$ cat config.mk
export PLATFORM = sky130hd
export DESIGN_NAME = tof_hits_circle_center_estimator_top
export DESIGN_NICKNAME = d
export VERILOG_FILES = /design/src/design/tofcc_pkg.sv /design/src/design/tofcc_front.sv /design/src/design/tofcc_fifo.sv /design/src/design/tofcc_div.sv /design/src/design/tofcc_back.sv /design/src/design/tof_hits_circle_center_estimator_top.sv
export VERILOG_INCLUDE_DIRS = /design/src /design/src/design
export SDC_FILE = /design/constraint.sdc
export NUM_CORES = 2
export LEC_CHECK = 0
export ABC_AREA = 0
export BUFFER_PORTS_ARGS = -buffer_cell sky130_fd_sc_hd__buf_2
export CAP_MARGIN = 20
export CORE_ASPECT_RATIO = 0.5
export CORE_MARGIN = 4
export CORE_UTILIZATION = 59
export DETAILED_ROUTE_END_ITERATION = 7
export HOLD_SLACK_MARGIN = 0.1
export PLACE_DENSITY = 0.84
export SETUP_SLACK_MARGIN = 0.5
export SKIP_LAST_GASP = 1
export SYNTH_ARGS = -nofsm -noshare
export SYNTH_HDL_FRONTEND = slang
export SYNTH_SLANG_ARGS = --single-unit
export TNS_END_PERCENT = 20
$ cat constraint.sdc
create_clock -name clk_i -period 12.49 [get_ports clk_i]
set_input_delay 0 -clock clk_i [delete_from_list [all_inputs] [get_ports clk_i]]
set_output_delay 0 -clock clk_i [all_outputs]
set_load 0.1 [all_outputs]
$ cat src/design/assert_macros.svh
// Assertion helper macros used by the circle center estimator solver RTL.
// Needs clk_i and rst_ni in the scope of each use.
`ifndef ASSERT_MACROS_SVH
`define ASSERT_MACROS_SVH

// Same-cycle implication, masked during reset.
`define ASSERT_IMPL(lbl, ante, cons) \
  lbl: assert property (@(posedge clk_i) disable iff (!rst_ni) (ante) |-> (cons)) \
    else $error("assertion failed");

// Next-cycle implication, masked during reset.
`define ASSERT_NEXT(lbl, ante, cons) \
  lbl: assert property (@(posedge clk_i) disable iff (!rst_ni) (ante) |=> (cons)) \
    else $error("assertion failed");

`endif

$ cat src/design/tofcc_pkg.sv
// Shared types and constants of the circle center estimator.
// No dependencies.
package tofcc_pkg;

  localparam int MAX_SENSORS = 32;
  localparam int IDX_W       = $clog2(MAX_SENSORS + 1);

  localparam int X_W     = 11;
  localparam int Y_W     = 16;
  localparam int PITCH_W = 8;
  localparam int COORD_W = 16;

  localparam int CFG_IDX_W  = 1;
  localparam int CFG_DATA_W = 11;
  localparam logic [CFG_IDX_W-1:0] CFG_PITCH = 1'd0;
  localparam logic [CFG_IDX_W-1:0] CFG_MAXD  = 1'd1;
  localparam logic [PITCH_W-1:0]   PITCH_RST = 8'd50;
  localparam logic [X_W-1:0]       MAXD_RST  = 11'd1096;

  // Solver datapath widths
  localparam int MUL_A_W = 34;
  localparam int MUL_B_W = 18;
  localparam int PROD_W  = 52;
  localparam int A_W     = 13;
  localparam int B_W     = 18;
  localparam int C_W     = 34;
  localparam int NUM_W   = 53;
  localparam int DET_W   = 32;
  localparam int DVD_W   = 55;
  localparam int DVS_W   = 33;
  localparam int Q_W     = 17;
  localparam int DIV_CNT_W = $clog2(DVD_W);

  typedef struct packed {
    logic [X_W-1:0] x;
    logic [Y_W-1:0] y;
  } point_t;

  typedef struct packed {
    logic [X_W-1:0] distance;
    logic           last_sensor;
  } in_t;

  typedef struct packed {
    logic [COORD_W-1:0] center_x;
    logic [COORD_W-1:0] center_y;
    logic               found;
  } out_t;

  typedef struct packed {
    logic [PITCH_W-1:0] pitch;
    logic [X_W-1:0]     max_dist;
  } cfg_t;

  // Fewer than three hits, exactly three, more than three
  typedef enum logic [1:0] {CLS_NONE, CLS_ONE, CLS_TWO} cls_e;

  typedef struct packed {
    cls_e         cls;
    point_t [5:0] pts;  // first three, then newest three newest first
  } job_t;

  typedef struct packed {
    logic             start;
    logic [DVD_W-1:0] dividend;
    logic [DVS_W-1:0] divisor;
  } div_req_t;

  typedef struct packed {
    logic           busy;
    logic           done;
    logic [Q_W-1:0] quo;  // clamped quotient
  } div_rsp_t;

endpackage

$ cat src/design/tofcc_front.sv
// Front end: takes readings, builds hit points, keeps first and recent hits.
// Pushes one solve job per frame. Depends on tofcc_pkg.
module tofcc_front (
  input  logic              clk_i,
  input  logic              rst_ni,
  input  logic              in_valid_i,
  output logic              in_ready_o,
  input  tofcc_pkg::in_t    in_data_i,
  input  tofcc_pkg::cfg_t   cfg_i,
  input  logic              job_full_i,
  output logic              job_push_o,
  output tofcc_pkg::job_t   job_o
);

  logic [tofcc_pkg::IDX_W-1:0] idx_q, idx_d, hcnt_q, hcnt_d, hcnt_n;
  logic [1:0] wp_q, wp_d, wp_n, nw0, nw1, nw2;
  tofcc_pkg::point_t first_q [3];
  tofcc_pkg::point_t first_d [3];
  tofcc_pkg::point_t ring_q [3];
  tofcc_pkg::point_t ring_d [3];
  tofcc_pkg::point_t pt;
  logic [tofcc_pkg::IDX_W+tofcc_pkg::PITCH_W-1:0] yprod;
  logic acc, in_rng, hit;

  function automatic logic [1:0] dec3(input logic [1:0] v);
    dec3 = (v == 2'd0) ? 2'd2 : v - 2'd1;
  endfunction

  assign in_ready_o = !job_full_i;
  assign acc        = in_valid_i && in_ready_o;
  assign in_rng     = idx_q < tofcc_pkg::IDX_W'(tofcc_pkg::MAX_SENSORS);
  assign hit        = acc && in_rng && (in_data_i.distance < cfg_i.max_dist);
  assign yprod      = idx_q * cfg_i.pitch;
  assign pt.x       = in_data_i.distance;
  assign pt.y       = tofcc_pkg::Y_W'(yprod);

  always_comb begin
    first_d = first_q;
    ring_d  = ring_q;
    wp_n    = wp_q;
    hcnt_n  = hcnt_q;
    if (hit) begin
      if (hcnt_q < tofcc_pkg::IDX_W'(3)) begin
        first_d[hcnt_q[1:0]] = pt;
      end
      ring_d[wp_q] = pt;
      wp_n   = (wp_q == 2'd2) ? 2'd0 : wp_q + 2'd1;
      hcnt_n = hcnt_q + tofcc_pkg::IDX_W'(1);
    end
    idx_d  = (acc && in_rng) ? idx_q + tofcc_pkg::IDX_W'(1) : idx_q;
    hcnt_d = hcnt_n;
    wp_d   = wp_n;
    if (acc && in_data_i.last_sensor) begin
      idx_d  = '0;
      hcnt_d = '0;
      wp_d   = 2'd0;
    end
  end

  // Newest first from the updated ring
  assign nw0 = dec3(wp_n);
  assign nw1 = dec3(nw0);
  assign nw2 = dec3(nw1);

  always_comb begin
    job_o.pts[0] = first_d[0];
    job_o.pts[1] = first_d[1];
    job_o.pts[2] = first_d[2];
    job_o.pts[3] = ring_d[nw0];
    job_o.pts[4] = ring_d[nw1];
    job_o.pts[5] = ring_d[nw2];
    if (hcnt_n < tofcc_pkg::IDX_W'(3)) begin
      job_o.cls = tofcc_pkg::CLS_NONE;
    end else if (hcnt_n == tofcc_pkg::IDX_W'(3)) begin
      job_o.cls = tofcc_pkg::CLS_ONE;
    end else begin
      job_o.cls = tofcc_pkg::CLS_TWO;
    end
  end

  assign job_push_o = acc && in_data_i.last_sensor;

  always_ff @(posedge clk_i or negedge rst_ni) begin
    if (!rst_ni) begin
      idx_q  <= '0;
      hcnt_q <= '0;
      wp_q   <= 2'd0;
    end else begin
      idx_q  <= idx_d;
      hcnt_q <= hcnt_d;
      wp_q   <= wp_d;
    end
  end

  always_ff @(posedge clk_i) begin
    first_q <= first_d;
    ring_q  <= ring_d;
  end

endmodule

$ cat src/design/tofcc_fifo.sv
// Two-entry job queue between front end and solver.
// Depends on tofcc_pkg.
module tofcc_fifo (
  input  logic            clk_i,
  input  logic            rst_ni,
  input  logic            push_i,
  input  tofcc_pkg::job_t push_data_i,
  output logic            full_o,
  input  logic            pop_i,
  output logic            valid_o,
  output tofcc_pkg::job_t pop_data_o
);

  tofcc_pkg::job_t mem_q [2];
  logic wr_q, rd_q;
  logic [1:0] cnt_q;

  assign full_o     = cnt_q == 2'd2;
  assign valid_o    = cnt_q != 2'd0;
  assign pop_data_o = mem_q[rd_q];

  always_ff @(posedge clk_i) begin
    if (push_i) begin
      mem_q[wr_q] <= push_data_i;
    end
  end

  always_ff @(posedge clk_i or negedge rst_ni) begin
    if (!rst_ni) begin
      wr_q  <= 1'b0;
      rd_q  <= 1'b0;
      cnt_q <= 2'd0;
    end else begin
      if (push_i) wr_q <= !wr_q;
      if (pop_i)  rd_q <= !rd_q;
      cnt_q <= cnt_q + {1'b0, push_i} - {1'b0, pop_i};
    end
  end

endmodule

$ cat src/design/tofcc_div.sv
// Restoring divider, one quotient bit per cycle, quotient clamped.
// Depends on tofcc_pkg.
module tofcc_div (
  input  logic                clk_i,
  input  logic                rst_ni,
  input  tofcc_pkg::div_req_t req_i,
  output tofcc_pkg::div_rsp_t rsp_o
);

  logic busy_q, done_q;
  logic [tofcc_pkg::DIV_CNT_W-1:0] cnt_q;
  logic [tofcc_pkg::DVD_W-1:0] dvd_q, quo_q;
  logic [tofcc_pkg::DVS_W-1:0] dvs_q, rem_q, rem_d;
  logic [tofcc_pkg::DVS_W:0]   shf, trial;
  logic qbit;

  assign shf   = {rem_q, dvd_q[tofcc_pkg::DVD_W-1]};
  assign trial = shf - {1'b0, dvs_q};
  assign qbit  = !trial[tofcc_pkg::DVS_W];
  assign rem_d = qbit ? trial[tofcc_pkg::DVS_W-1:0] : shf[tofcc_pkg::DVS_W-1:0];

  assign rsp_o.busy = busy_q;
  assign rsp_o.done = done_q;
  assign rsp_o.quo  = (|quo_q[tofcc_pkg::DVD_W-1:tofcc_pkg::Q_W]) ? '1
                                                                  : quo_q[tofcc_pkg::Q_W-1:0];

  always_ff @(posedge clk_i or negedge rst_ni) begin
    if (!rst_ni) begin
      busy_q <= 1'b0;
      done_q <= 1'b0;
      cnt_q  <= '0;
    end else begin
      done_q <= 1'b0;
      if (req_i.start) begin
        busy_q <= 1'b1;
        cnt_q  <= tofcc_pkg::DIV_CNT_W'(tofcc_pkg::DVD_W - 1);
      end else if (busy_q) begin
        cnt_q <= cnt_q - tofcc_pkg::DIV_CNT_W'(1);
        if (cnt_q == '0) begin
          busy_q <= 1'b0;
          done_q <= 1'b1;
        end
      end
    end
  end

  always_ff @(posedge clk_i) begin
    if (req_i.start) begin
      dvd_q <= req_i.dividend;
      dvs_q <= req_i.divisor;
      rem_q <= '0;
      quo_q <= '0;
    end else if (busy_q) begin
      dvd_q <= {dvd_q[tofcc_pkg::DVD_W-2:0], 1'b0};
      rem_q <= rem_d;
      quo_q <= {quo_q[tofcc_pkg::DVD_W-2:0], qbit};
    end
  end

endmodule

$ cat src/design/tofcc_back.sv
// Solver: circumcenter by Cramer's rule over a shared multiplier and divider,
// averaging, saturation and the output register. Depends on tofcc_pkg and assert_macros.svh.
`include "assert_macros.svh"
module tofcc_back (
  input  logic                clk_i,
  input  logic                rst_ni,
  input  logic                job_valid_i,
  input  tofcc_pkg::job_t     job_i,
  output logic                job_pop_o,
  output tofcc_pkg::div_req_t div_req_o,
  input  tofcc_pkg::div_rsp_t div_rsp_i,
  output logic                out_valid_o,
  input  logic                out_ready_i,
  output tofcc_pkg::out_t     out_data_o
);

  localparam logic [2:0] S_IDLE  = 3'd0;
  localparam logic [2:0] S_MUL   = 3'd1;
  localparam logic [2:0] S_DIVX  = 3'd2;
  localparam logic [2:0] S_WAITX = 3'd3;
  localparam logic [2:0] S_DIVY  = 3'd4;
  localparam logic [2:0] S_WAITY = 3'd5;
  localparam logic [2:0] S_NEXT  = 3'd6;
  localparam logic [2:0] S_OUT   = 3'd7;

  localparam logic [3:0] STP_COMB = 4'd6;
  localparam logic [3:0] STP_DIFF = 4'd13;

  logic [2:0] state_q, state_d;
  logic [3:0] stp_q, widx;
  logic       tri_q;
  tofcc_pkg::job_t job_q;
  tofcc_pkg::point_t p1, p2, p3;

  logic signed [tofcc_pkg::PROD_W-1:0] prd_q [12];
  logic signed [tofcc_pkg::MUL_A_W-1:0] mul_a;
  logic signed [tofcc_pkg::MUL_B_W-1:0] mul_b;
  logic signed [tofcc_pkg::PROD_W-1:0]  prod;

  logic [tofcc_pkg::A_W-1:0] a1_q, a2_q, a1_d, a2_d;
  logic [tofcc_pkg::B_W-1:0] b1_q, b2_q, b1_d, b2_d;
  logic [tofcc_pkg::C_W-1:0] c1_q, c2_q;
  logic [tofcc_pkg::PROD_W-1:0] c1_w, c2_w;
  logic [tofcc_pkg::A_W-2:0] ta1, ta2;
  logic [tofcc_pkg::B_W-2:0] tb1, tb2;

  logic [tofcc_pkg::DET_W-1:0] det_w, dmag_q;
  logic [tofcc_pkg::NUM_W-1:0] nx_w, ny_w, nxm_q, nym_q;
  logic                        dzero_q;
  logic [tofcc_pkg::Q_W-1:0]   qx_q [2];
  logic [tofcc_pkg::Q_W-1:0]   qy_q [2];
  logic [tofcc_pkg::Q_W:0]     sx, sy;
  logic [tofcc_pkg::Q_W-1:0]   rx, ry;

  logic out_valid_q, out_wr;
  tofcc_pkg::out_t out_q, out_d;

  function automatic logic [tofcc_pkg::NUM_W-1:0] mag_n(input logic [tofcc_pkg::NUM_W-1:0] v);
    mag_n = v[tofcc_pkg::NUM_W-1] ? -v : v;
  endfunction

  function automatic logic [tofcc_pkg::COORD_W-1:0] sat(input logic [tofcc_pkg::Q_W-1:0] v);
    sat = v[tofcc_pkg::Q_W-1] ? '1 : v[tofcc_pkg::COORD_W-1:0];
  endfunction

  assign p1 = tri_q ? job_q.pts[3] : job_q.pts[0];
  assign p2 = tri_q ? job_q.pts[4] : job_q.pts[1];
  assign p3 = tri_q ? job_q.pts[5] : job_q.pts[2];

  // Multiplier operand select: squares first, then the Cramer products
  always_comb begin
    mul_a = '0;
    mul_b = '0;
    case (stp_q)
      4'd0: begin mul_a = $signed(tofcc_pkg::MUL_A_W'(p1.x)); mul_b = $signed(tofcc_pkg::MUL_B_W'(p1.x)); end
      4'd1: begin mul_a = $signed(tofcc_pkg::MUL_A_W'(p2.x)); mul_b = $signed(tofcc_pkg::MUL_B_W'(p2.x)); end
      4'd2: begin mul_a = $signed(tofcc_pkg::MUL_A_W'(p3.x)); mul_b = $signed(tofcc_pkg::MUL_B_W'(p3.x)); end
      4'd3: begin mul_a = $signed(tofcc_pkg::MUL_A_W'(p1.y)); mul_b = $signed(tofcc_pkg::MUL_B_W'(p1.y)); end
      4'd4: begin mul_a = $signed(tofcc_pkg::MUL_A_W'(p2.y)); mul_b = $signed(tofcc_pkg::MUL_B_W'(p2.y)); end
      4'd5: begin mul_a = $signed(tofcc_pkg::MUL_A_W'(p3.y)); mul_b = $signed(tofcc_pkg::MUL_B_W'(p3.y)); end
      4'd7: begin
        mul_a = tofcc_pkg::MUL_A_W'($signed(a1_q));
        mul_b = $signed(b2_q);
      end
      4'd8: begin
        mul_a = tofcc_pkg::MUL_A_W'($signed(a2_q));
        mul_b = $signed(b1_q);
      end
      4'd9:  begin mul_a = $signed(c1_q); mul_b = $signed(b2_q); end
      4'd10: begin mul_a = $signed(c2_q); mul_b = $signed(b1_q); end
      4'd11: begin mul_a = $signed(c2_q); mul_b = tofcc_pkg::MUL_B_W'($signed(a1_q)); end
      4'd12: begin mul_a = $signed(c1_q); mul_b = tofcc_pkg::MUL_B_W'($signed(a2_q)); end
      default: begin mul_a = '0; mul_b = '0; end
    endcase
  end

  assign prod = mul_a * mul_b;
  assign widx = (stp_q < STP_COMB) ? stp_q : stp_q - 4'd1;

  // a = -2(x2 - x1) = 2(x1 - x2), b likewise
  assign ta1  = {1'b0, p1.x} - {1'b0, p2.x};
  assign ta2  = {1'b0, p1.x} - {1'b0, p3.x};
  assign tb1  = {1'b0, p1.y} - {1'b0, p2.y};
  assign tb2  = {1'b0, p1.y} - {1'b0, p3.y};
  assign a1_d = {ta1, 1'b0};
  assign a2_d = {ta2, 1'b0};
  assign b1_d = {tb1, 1'b0};
  assign b2_d = {tb2, 1'b0};
  assign c1_w = prd_q[1] - prd_q[0] + prd_q[4] - prd_q[3];
  assign c2_w = prd_q[2] - prd_q[0] + prd_q[5] - prd_q[3];

  // det fits 32 bits, so wrapping arithmetic on the low part is exact
  assign det_w = prd_q[6][tofcc_pkg::DET_W-1:0] - prd_q[7][tofcc_pkg::DET_W-1:0];
  assign nx_w  = {prd_q[8][tofcc_pkg::PROD_W-1], prd_q[8]}
               - {prd_q[9][tofcc_pkg::PROD_W-1], prd_q[9]};
  assign ny_w  = {prd_q[10][tofcc_pkg::PROD_W-1], prd_q[10]}
               - {prd_q[11][tofcc_pkg::PROD_W-1], prd_q[11]};

  // Rounded quotient: (2n + d) / 2d
  always_comb begin
    div_req_o.start    = (state_q == S_DIVX) || (state_q == S_DIVY);
    div_req_o.divisor  = {dmag_q, 1'b0};
    div_req_o.dividend = tofcc_pkg::DVD_W'({(state_q == S_DIVY) ? nym_q : nxm_q, 1'b0})
                       + tofcc_pkg::DVD_W'(dmag_q);
  end

  // Quotients are clamped, so the average of clamped values saturates alike
  assign sx = {1'b0, qx_q[0]} + {1'b0, qx_q[1]};
  assign sy = {1'b0, qy_q[0]} + {1'b0, qy_q[1]};
  assign rx = (job_q.cls == tofcc_pkg::CLS_TWO) ? sx[tofcc_pkg::Q_W:1] : qx_q[0];
  assign ry = (job_q.cls == tofcc_pkg::CLS_TWO) ? sy[tofcc_pkg::Q_W:1] : qy_q[0];

  always_comb begin
    out_d.found    = job_q.cls != tofcc_pkg::CLS_NONE;
    out_d.center_x = out_d.found ? sat(rx) : '0;
    out_d.center_y = out_d.found ? sat(ry) : '0;
  end

  assign out_wr    = (state_q == S_OUT) && (!out_valid_q || out_ready_i);
  assign job_pop_o = (state_q == S_IDLE) && job_valid_i;

  always_comb begin
    state_d = state_q;
    unique case (state_q)
      S_IDLE: begin
        if (job_valid_i) begin
          state_d = (job_i.cls == tofcc_pkg::CLS_NONE) ? S_OUT : S_MUL;
        end
      end
      S_MUL: begin
        if (stp_q == STP_DIFF) begin
          state_d = (det_w == '0) ? S_NEXT : S_DIVX;
        end
      end
      S_DIVX:  state_d = S_WAITX;
      S_WAITX: if (div_rsp_i.done) state_d = S_DIVY;
      S_DIVY:  state_d = S_WAITY;
      S_WAITY: if (div_rsp_i.done) state_d = S_NEXT;
      S_NEXT: begin
        state_d = (!tri_q && job_q.cls == tofcc_pkg::CLS_TWO) ? S_MUL : S_OUT;
      end
      S_OUT:   if (out_wr) state_d = S_IDLE;
      default: state_d = S_IDLE;
    endcase
  end

  always_ff @(posedge clk_i or negedge rst_ni) begin
    if (!rst_ni) begin
      state_q     <= S_IDLE;
      stp_q       <= 4'd0;
      tri_q       <= 1'b0;
      out_valid_q <= 1'b0;
    end else begin
      state_q <= state_d;
      if (state_q == S_IDLE) begin
        stp_q <= 4'd0;
        tri_q <= 1'b0;
      end else if (state_q == S_MUL && stp_q != STP_DIFF) begin
        stp_q <= stp_q + 4'd1;
      end else if (state_q == S_NEXT) begin
        stp_q <= 4'd0;
        tri_q <= 1'b1;
      end
      if (out_wr) begin
        out_valid_q <= 1'b1;
      end else if (out_ready_i) begin
        out_valid_q <= 1'b0;
      end
    end
  end

  always_ff @(posedge clk_i) begin
    if (job_pop_o) begin
      job_q <= job_i;
    end
    if (state_q == S_MUL) begin
      if (stp_q == STP_COMB) begin
        a1_q <= a1_d;
        a2_q <= a2_d;
        b1_q <= b1_d;
        b2_q <= b2_d;
        c1_q <= c1_w[tofcc_pkg::C_W-1:0];
        c2_q <= c2_w[tofcc_pkg::C_W-1:0];
      end else if (stp_q == STP_DIFF) begin
        dzero_q <= det_w == '0;
        dmag_q  <= det_w[tofcc_pkg::DET_W-1] ? -det_w : det_w;
        nxm_q   <= mag_n(nx_w);
        nym_q   <= mag_n(ny_w);
      end else begin
        prd_q[widx] <= prod;
      end
    end
    if (state_q == S_WAITX && div_rsp_i.done) begin
      qx_q[tri_q] <= div_rsp_i.quo;
    end
    if (state_q == S_WAITY && div_rsp_i.done) begin
      qy_q[tri_q] <= div_rsp_i.quo;
    end
    if (state_q == S_MUL && stp_q == STP_DIFF && det_w == '0) begin
      qx_q[tri_q] <= '0;
      qy_q[tri_q] <= '0;
    end
    if (out_wr) begin
      out_q <= out_d;
    end
  end

  assign out_valid_o = out_valid_q;
  assign out_data_o  = out_q;

  `ASSERT_IMPL(a_div_start_idle, div_req_o.start, !div_rsp_i.busy)
  `ASSERT_IMPL(a_div_nonzero, div_req_o.start, !dzero_q)
  `ASSERT_IMPL(a_notfound_zero, out_valid_q && !out_q.found,
               out_q.center_x == '0 && out_q.center_y == '0)
  `ASSERT_NEXT(a_pop_leaves_idle, job_pop_o, state_q != S_IDLE)

endmodule

$ cat src/design/tof_hits_circle_center_estimator_top.sv
// Channel       | dir | handshake               | payload
// in            | in  | in_valid_i / in_ready_o   | tofcc_pkg::in_t
// out           | out | out_valid_o / out_ready_i | tofcc_pkg::out_t
// cfg           | in  | cfg_valid_i / cfg_ready_o | cfg_index_i, cfg_data_i
//
// Readings are taken one per cycle; input stalls only while the job queue is full.
// Solve per frame: each triple runs 14 solver steps, two divides on the shared
// divider and one switch step; a zero determinant skips both divides and gives zero
// quotients. Jobs are popped only in idle, and output stalls hold the solver.
// A frame with fewer than three hits is popped and goes straight to the output state.
// Reset clears counters and control and loads config defaults; no clearing pass.
//
// Top level; depends on tofcc_pkg, tofcc_front, tofcc_fifo, tofcc_div, tofcc_back.
module tof_hits_circle_center_estimator_top (
  input  logic                               clk_i,
  input  logic                               rst_ni,
  input  logic                               in_valid_i,
  output logic                               in_ready_o,
  input  tofcc_pkg::in_t                     in_data_i,
  output logic                               out_valid_o,
  input  logic                               out_ready_i,
  output tofcc_pkg::out_t                    out_data_o,
  input  logic                               cfg_valid_i,
  output logic                               cfg_ready_o,
  input  logic [tofcc_pkg::CFG_IDX_W-1:0]    cfg_index_i,
  input  logic [tofcc_pkg::CFG_DATA_W-1:0]   cfg_data_i
);

  tofcc_pkg::cfg_t     cfg_q;
  tofcc_pkg::job_t     push_job, pop_job;
  tofcc_pkg::div_req_t div_req;
  tofcc_pkg::div_rsp_t div_rsp;
  logic push, full, pop, jvalid;

  assign cfg_ready_o = 1'b1;

  always_ff @(posedge clk_i or negedge rst_ni) begin
    if (!rst_ni) begin
      cfg_q.pitch    <= tofcc_pkg::PITCH_RST;
      cfg_q.max_dist <= tofcc_pkg::MAXD_RST;
    end else if (cfg_valid_i) begin
      unique case (cfg_index_i)
        tofcc_pkg::CFG_PITCH: cfg_q.pitch    <= cfg_data_i[tofcc_pkg::PITCH_W-1:0];
        tofcc_pkg::CFG_MAXD:  cfg_q.max_dist <= cfg_data_i[tofcc_pkg::X_W-1:0];
        default: ;
      endcase
    end
  end

  tofcc_front u_front (
    .clk_i      (clk_i),
    .rst_ni     (rst_ni),
    .in_valid_i (in_valid_i),
    .in_ready_o (in_ready_o),
    .in_data_i  (in_data_i),
    .cfg_i      (cfg_q),
    .job_full_i (full),
    .job_push_o (push),
    .job_o      (push_job)
  );

  tofcc_fifo u_fifo (
    .clk_i       (clk_i),
    .rst_ni      (rst_ni),
    .push_i      (push),
    .push_data_i (push_job),
    .full_o      (full),
    .pop_i       (pop),
    .valid_o     (jvalid),
    .pop_data_o  (pop_job)
  );

  tofcc_div u_div (
    .clk_i  (clk_i),
    .rst_ni (rst_ni),
    .req_i  (div_req),
    .rsp_o  (div_rsp)
  );

  tofcc_back u_back (
    .clk_i       (clk_i),
    .rst_ni      (rst_ni),
    .job_valid_i (jvalid),
    .job_i       (pop_job),
    .job_pop_o   (pop),
    .div_req_o   (div_req),
    .div_rsp_i   (div_rsp),
    .out_valid_o (out_valid_o),
    .out_ready_i (out_ready_i),
    .out_data_o  (out_data_o)
  );

endmodule
---- Word level (Yosys, flattened, before mapping) ----
Memory sizes are Yosys's and may differ from the RTL's.
Index checks and enable logic that the tools add are counted.
word-level totals
  bits in registers ....................... 852
  bits in writable memories ............... 1020
  output and inout port bits .............. 36
  memories ................................ 4
memory list
  memory        depth  width  read ports  clocked after Yosys merged registers in  wr ports  line              RTL
  u_back.prd_q  12     52     12          0                                        1         tofcc_back.sv:35  logic signed [tofcc_pkg::PROD_W-1:0] prd_q [12];
  u_fifo.mem_q  2      164    1           0                                        1         tofcc_fifo.sv:14  tofcc_pkg::job_t mem_q [2];
  u_back.qx_q   2      17     2           0                                        1         tofcc_back.sv:50  logic [tofcc_pkg::Q_W-1:0] qx_q [2];
  u_back.qy_q   2      17     2           0                                        1         tofcc_back.sv:51  logic [tofcc_pkg::Q_W-1:0] qy_q [2];
cells by class
  $add $sub $neg .......................... 31
  multiply operators ...................... 2
  order comparisons ....................... 12
  equality and inequality tests ........... 31
  muxes and demuxes ....................... 87
  bitwise logic cells ..................... 9
  reduce and logical (&&, ||, !) cells .... 48
operators by type and width
  cell               count
  $pmux W34 S10      1
  $mux W27           11
  $mux W81           3
  $pmux W18 S10      1
  $bmux W27 S2       3
  $bwmux W81         2
  $sub A34 B34 Y34   4
  $mux W55           2
  $demux W27 S2      2
  $neg A53 Y53       2
  $sub A52 B52 Y53   2
  $mux W52           2
  $mux W17           5
  $add A34 B34 Y34   2
  $add A54 B32 Y55   1
  $mux W53           1
  $mul A34 B18 Y52   1
  $reduce_or A38 Y1  1
  $add A17 B17 Y18   2
  $mux W6            6
  $sub A16 B16 Y17   2
  $sub A34 B33 Y34   1
  $mux W33           1
  $logic_not A32 Y1  1
  other kinds (53)   161

---- Depth between registers and ports, before layout ----
  word-level depth ........................ 16
  gate-level depth with buffers ........... 37

---- By module ----
Synthesis repeated with hierarchy kept, for this count alone.
second synthesis, totals
  cells, all modules ...................... 9813
  area, all modules ....................... 110232.0 um2
by module, submodules not included
  module                                instances  cells an instance  area an instance (um2)  sequential area each (um2)
  tofcc_back                            1          7301               78385.2                 30404.2
  tofcc_fifo                            1          525                12091.6                 9949.5
  tofcc_front                           1          1107               9897.0                  3593.4
  tofcc_div                             1          836                9127.5                  4604.4
  tof_hits_circle_center_estimator_top  1          44                 730.7                   483.0

---- Least setup slack after synthesis ----
Ideal clock, no wire load.
  path type ............................... register to register
  start point ............................. register u_back.stp_q[1]
  end point ............................... memory u_back.qx_q[1][0] (netlist bit) (enable)
  library setup time ...................... 0.396 ns
  arrival time ............................ 12.627 ns
  path slack .............................. -0.532 ns
  stages on the path, launching flop included .. 9
  path buffers ............................ 2
  period minus slack after synthesis ...... 13.022 ns
  cells stage by stage .................... dfrtp_1 > clkbuf_1 > inv_1 > ha_1 > clkbuf_1 > nand3_1 > nor3_1 > nand4_2 > a21boi_1
on the way
  longest elaborated chain between the ends .. 6
ends and longest elaborated chain
  what                              line               RTL
  start, declared                   tofcc_back.sv:30   logic [3:0] stp_q, widx;
  start signal, assigned            tofcc_back.sv:179  stp_q <= stp_q + 4'd1;
  $eq A4 B4 Y1                      tofcc_back.sv:219  if (state_q == S_MUL && stp_q == STP_DIFF && det_w == '0) begin
  $logic_and A1 B1 Y1 (2 in a row)  tofcc_back.sv:219
  $mux W1                           tofcc_back.sv:219
  $mux W1 (not written as such)     tofcc_back.sv:220  qx_q[tri_q] <= '0;
  $or A1 B1 Y1 (no line)            -
  end, declared                     tofcc_back.sv:50
No other way between the ends.

---- Final worst setup path ----
  start point ............................. register u_back.stp_q[0]
  end point ............................... memory u_back.prd_q[8][51] (netlist bit) (data pin)
on the way
  longest elaborated chain between the ends .. 4
  elaborated cells on any way between the ends .. 19
ends and longest elaborated chain
  what                                                   line              RTL
  $eq A4 B4 Y1 / $eq A4 B3 Y1 (equally long branches)    tofcc_back.sv:74  case (stp_q)
  $reduce_or A2 Y1 (no line)                             -
  $pmux W34 S10 / $pmux W18 S10 (equally long branches)  tofcc_back.sv:74
  $mul A34 B18 Y52 (*)                                   tofcc_back.sv:97  assign prod = mul_a * mul_b;
  named net u_back.prod (one bit)                        tofcc_back.sv:38  logic signed [tofcc_pkg::PROD_W-1:0] prod;
  end, declared                                          tofcc_back.sv:35
The timed path passes the listed nets; every way through them passes the cells marked *.

==> results.ini <==
[drt]
post_drt_wl_per_cell_um=23.0
via_count=74400
met3_length_um=26000
drc_errors=3
wl_met1_um=114000
wirelength_um=281000
drt_iter0_markers=8007
route.top_layer_used=met4
drt-pass1-iter-count=8
met2_length_um=129000
ant_nets=0
viasPerCell=6.08

[clocking]
path_clk_slew_ns=0.07
clock-sinks=1724
cts_tree=built
clk_latency_ns=0.84
holdBufCountCts=50
post_cts_buffers=0
cts_resized=0
cts_made_buffers=159
clk_path_buf_depth=4
clockRootBuffer=clkbuf_16
ctsHtreeMaxLevel=4

[synthesis]
syn_inst=9626
yosys_register_bits=1724
yosysSeqAreaShare=0.451
syn-num-nets=10900
synth-edff-count=1420
synthArstFlopShare=0.0313
synthesis.area_mm2=0.109
yosys_warnings=0
synthDistinctLibCells=109
synth_ff_type=edfxtp_1
syn_avg_cell_area_um2=11.3

[cells_and_area]
fill_cells=13500
final_nets=11000
utilization=0.643
syn_to_final_growth_pct=8.28
final_area_mm2=0.118
final_cells=12200
final_layout_size_suffix_gt1_frac=0.0910

[worst_setup_path]
crit_path_start_kind=flop
critical_path.max_stage_delay_ns=0.80
worstSetupEndpointType=flop
cpMaxStageDelayCell=nand3b_1
crit_type=reg -> reg
reg2reg_depth=29
worstReg2RegEnd=u_back.prd_q[8][51]$_DFFE_PP_
r2r-start=u_back.stp_q[0]$_DFFE_PN0P_
arrival_ns=11.60
reg2reg_setup_slack_ns=1.43
worstPathMaxFanout=18
cp_data_required_time_ns=13.03
critPathMostFrequentCell=fa_1

[hold_path]
hp-class=in -> reg
min_path_cells=3
worstHoldEndpoint=u_front.first_q[45]$_DFF_P_
min-delay-start=in_data_i[3]

[outcome]
status=finished, violations left
violations=DRC

[timing]
grt_setup_unrepaired=no
setup_tns_ns=0
fin_crit_ns=11.06
finalCritPeriodShare=0.885
final.setup_skew_ns=0.0781
worst_slew_pin_slew_ns=1.23
finalSetupViolCount=0
fmax_ghz=0.0904
relSlewSlack=0.174
finalHoldViolations=0
drv_slew=0
fin_ws_ns=1.43

[global_route]
grt_max_degree=106
grt_pass1_vias=74100
antenna_found_initial=6
grt_pass1_wl_um=433000
grtUsageTotal=0.290
overflow=0

[power]
leakage_nw=48.1
peakVddDrop_uv=198
power_density_mw_per_mm2=115

[placed_design]
gp_congestion=1.00
hpwl_um=205000
preCtsSetupSlack_ns=1.70
io_buffers=63
postPlaceCellArea_mm2=0.112
placed_cells=11900

[run]
max_cap_viol_count=0

[floorplan]
io_pins=65
initial_core_util=0.594
die_w_um=615
die_area_mm2=0.192
core_mm2=0.183
fp.dieH_um=312
rows=111

==> flip-flops by register name (all words and copies together) (netlist names), 34 cells and up <==
name,count
u_back.job_q,164
u_back.qx_q,34
u_back.qy_q,34
u_back.c2_q,34
u_back.nxm_q,53
u_div.quo_q,55
u_div.dvd_q,55
u_back.prd_q,476
u_fifo.mem_q,328
u_front.ring_q,81
u_front.first_q,81
u_back.nym_q,53
u_back.c1_q,34
==> kinds of logic (layout without fill, tap and decap cells) <==
family / Yosys count / after routing / synth area share
compound gates: 1681 / 1681 / 0.106
xor+xnor: 491 / 491 / 0.0395
fa+ha+maj: 1282 / 1282 / 0.199
buf+inv: 1522 / 1698 / 0.0534
flops: 1724 / 1724 / 0.451
mux: 516 / 516 / 0.0512
other cells: 1 / 5 / 0.0000345
simple gates: 2409 / 2409 / 0.100
==> Yosys cell counts, types with 74 or more instances <==
library cell / count / share of area
o21a_1: 86 / 0.0059
xnor2_1: 327 / 0.026
xor2_1: 164 / 0.013
fa_1: 753 / 0.14
nor2b_1: 74 / 0.0043
clkbuf_1: 297 / 0.010
nand2_1: 974 / 0.034
dfxtp_1: 250 / 0.046
edfxtp_1: 1420 / 0.39
nor3_1: 95 / 0.0044
a21o_1: 198 / 0.014
mux2i_1: 193 / 0.018
a21oi_1: 356 / 0.016
nand3_1: 117 / 0.0054
nand2b_1: 84 / 0.0048
and2_1: 90 / 0.0052
ha_1: 529 / 0.061
o221ai_1: 77 / 0.0062
inv_1: 1184 / 0.041
mux2_2: 323 / 0.033
o21ai_0: 339 / 0.016
nor2_1: 678 / 0.023
==> through the flow <==
stage | total power [mW] | hold slack [ns]
after detailed placement | 8.66 | -0.170
after CTS | 13.5 | 0.105
final | 13.5 | 0.164
after floorplan | 8.11 | -0.296
after global routing | 14.0 | 0.167
after global placement | 8.55 | -0.171
==> cell usage in the layout, fill, tap and decap left out, types with 198 or more instances in the layout <==
master and n:
fa_1 753, mux2_2 323, edfxtp_1 1420, o21ai_0 339, ha_1 529, a21oi_1 356
nor2_1 665, nand2_1 972, a21o_1 198, xnor2_1 313, inv_1 1184, dfxtp_1 250
==> worst max path at each step <==
stage	end	slack [ns]	startpoint	depth (start not counted)
3_3_place_gp	u_back.prd_q[10][51]$_DFFE_PP_	1.92	u_back.stp_q[0]$_DFFE_PN0P_	29
3_5_place_dp	u_back.prd_q[8][51]$_DFFE_PP_	1.70	u_back.stp_q[0]$_DFFE_PN0P_	28
5_1_grt	u_back.prd_q[8][51]$_DFFE_PP_	0.85	u_back.stp_q[0]$_DFFE_PN0P_	29
4_1_cts	u_back.prd_q[8][51]$_DFFE_PP_	1.66	u_back.stp_q[0]$_DFFE_PN0P_	28
2_1_floorplan	u_fifo.cnt_q[1]$_DFF_PN0_	2.66	u_back.state_q[0]$_DFFE_PN0P_	8
6_report	u_back.prd_q[8][51]$_DFFE_PP_	1.43	u_back.stp_q[0]$_DFFE_PN0P_	29
==> layout make-up <==
cell class	instances	area, um2	area share
clock inverter	71	666	0.00565
tap	2429	3040	0.0258
sequential	1724	49000	0.416
timing repair buffer	236	1800	0.0153
inverter	1185	4450	0.0378
multi-input combinational	6380	54400	0.462
clock buffer	206	4420	0.0376
antenna	4	10.0	0.0000850
==> worst max-delay path, delay by kind of cell (launching register included) <==
| family | cells | cell delay [ns] |
|---|---|---|
| adder cells (fa/ha/maj) | 8 | 4.01 |
| AO/OA/AOI/OAI | 12 | 3.56 |
| AND/OR/NAND/NOR | 4 | 2.08 |
| flip-flops | 1 | 0.48 |
| buffers and inverters | 4 | 0.38 |
| XOR/XNOR | 1 | 0.25 |
==> per-layer routing <==
| metal | track usage | up-vias |
|---|---|---|
| met1 | 0.392 | 36600 |
| li1 | - | 33600 |
| met4 | 0.115 | 0 |
| met5 | 0 | - |
| met3 | 0.0571 | 669 |
| met2 | 0.466 | 3509 |
==> power by group <==
part           total [mW]  internal, mW  leakage (nW)  switching, mW
Combinational        1.68         0.553          29.9           1.13
Sequential           6.97          6.82          15.7          0.153
Clock                4.90          2.72          2.48           2.18
Total                13.5          10.1          48.1           3.46
Power figures use the tool's default switching activity.
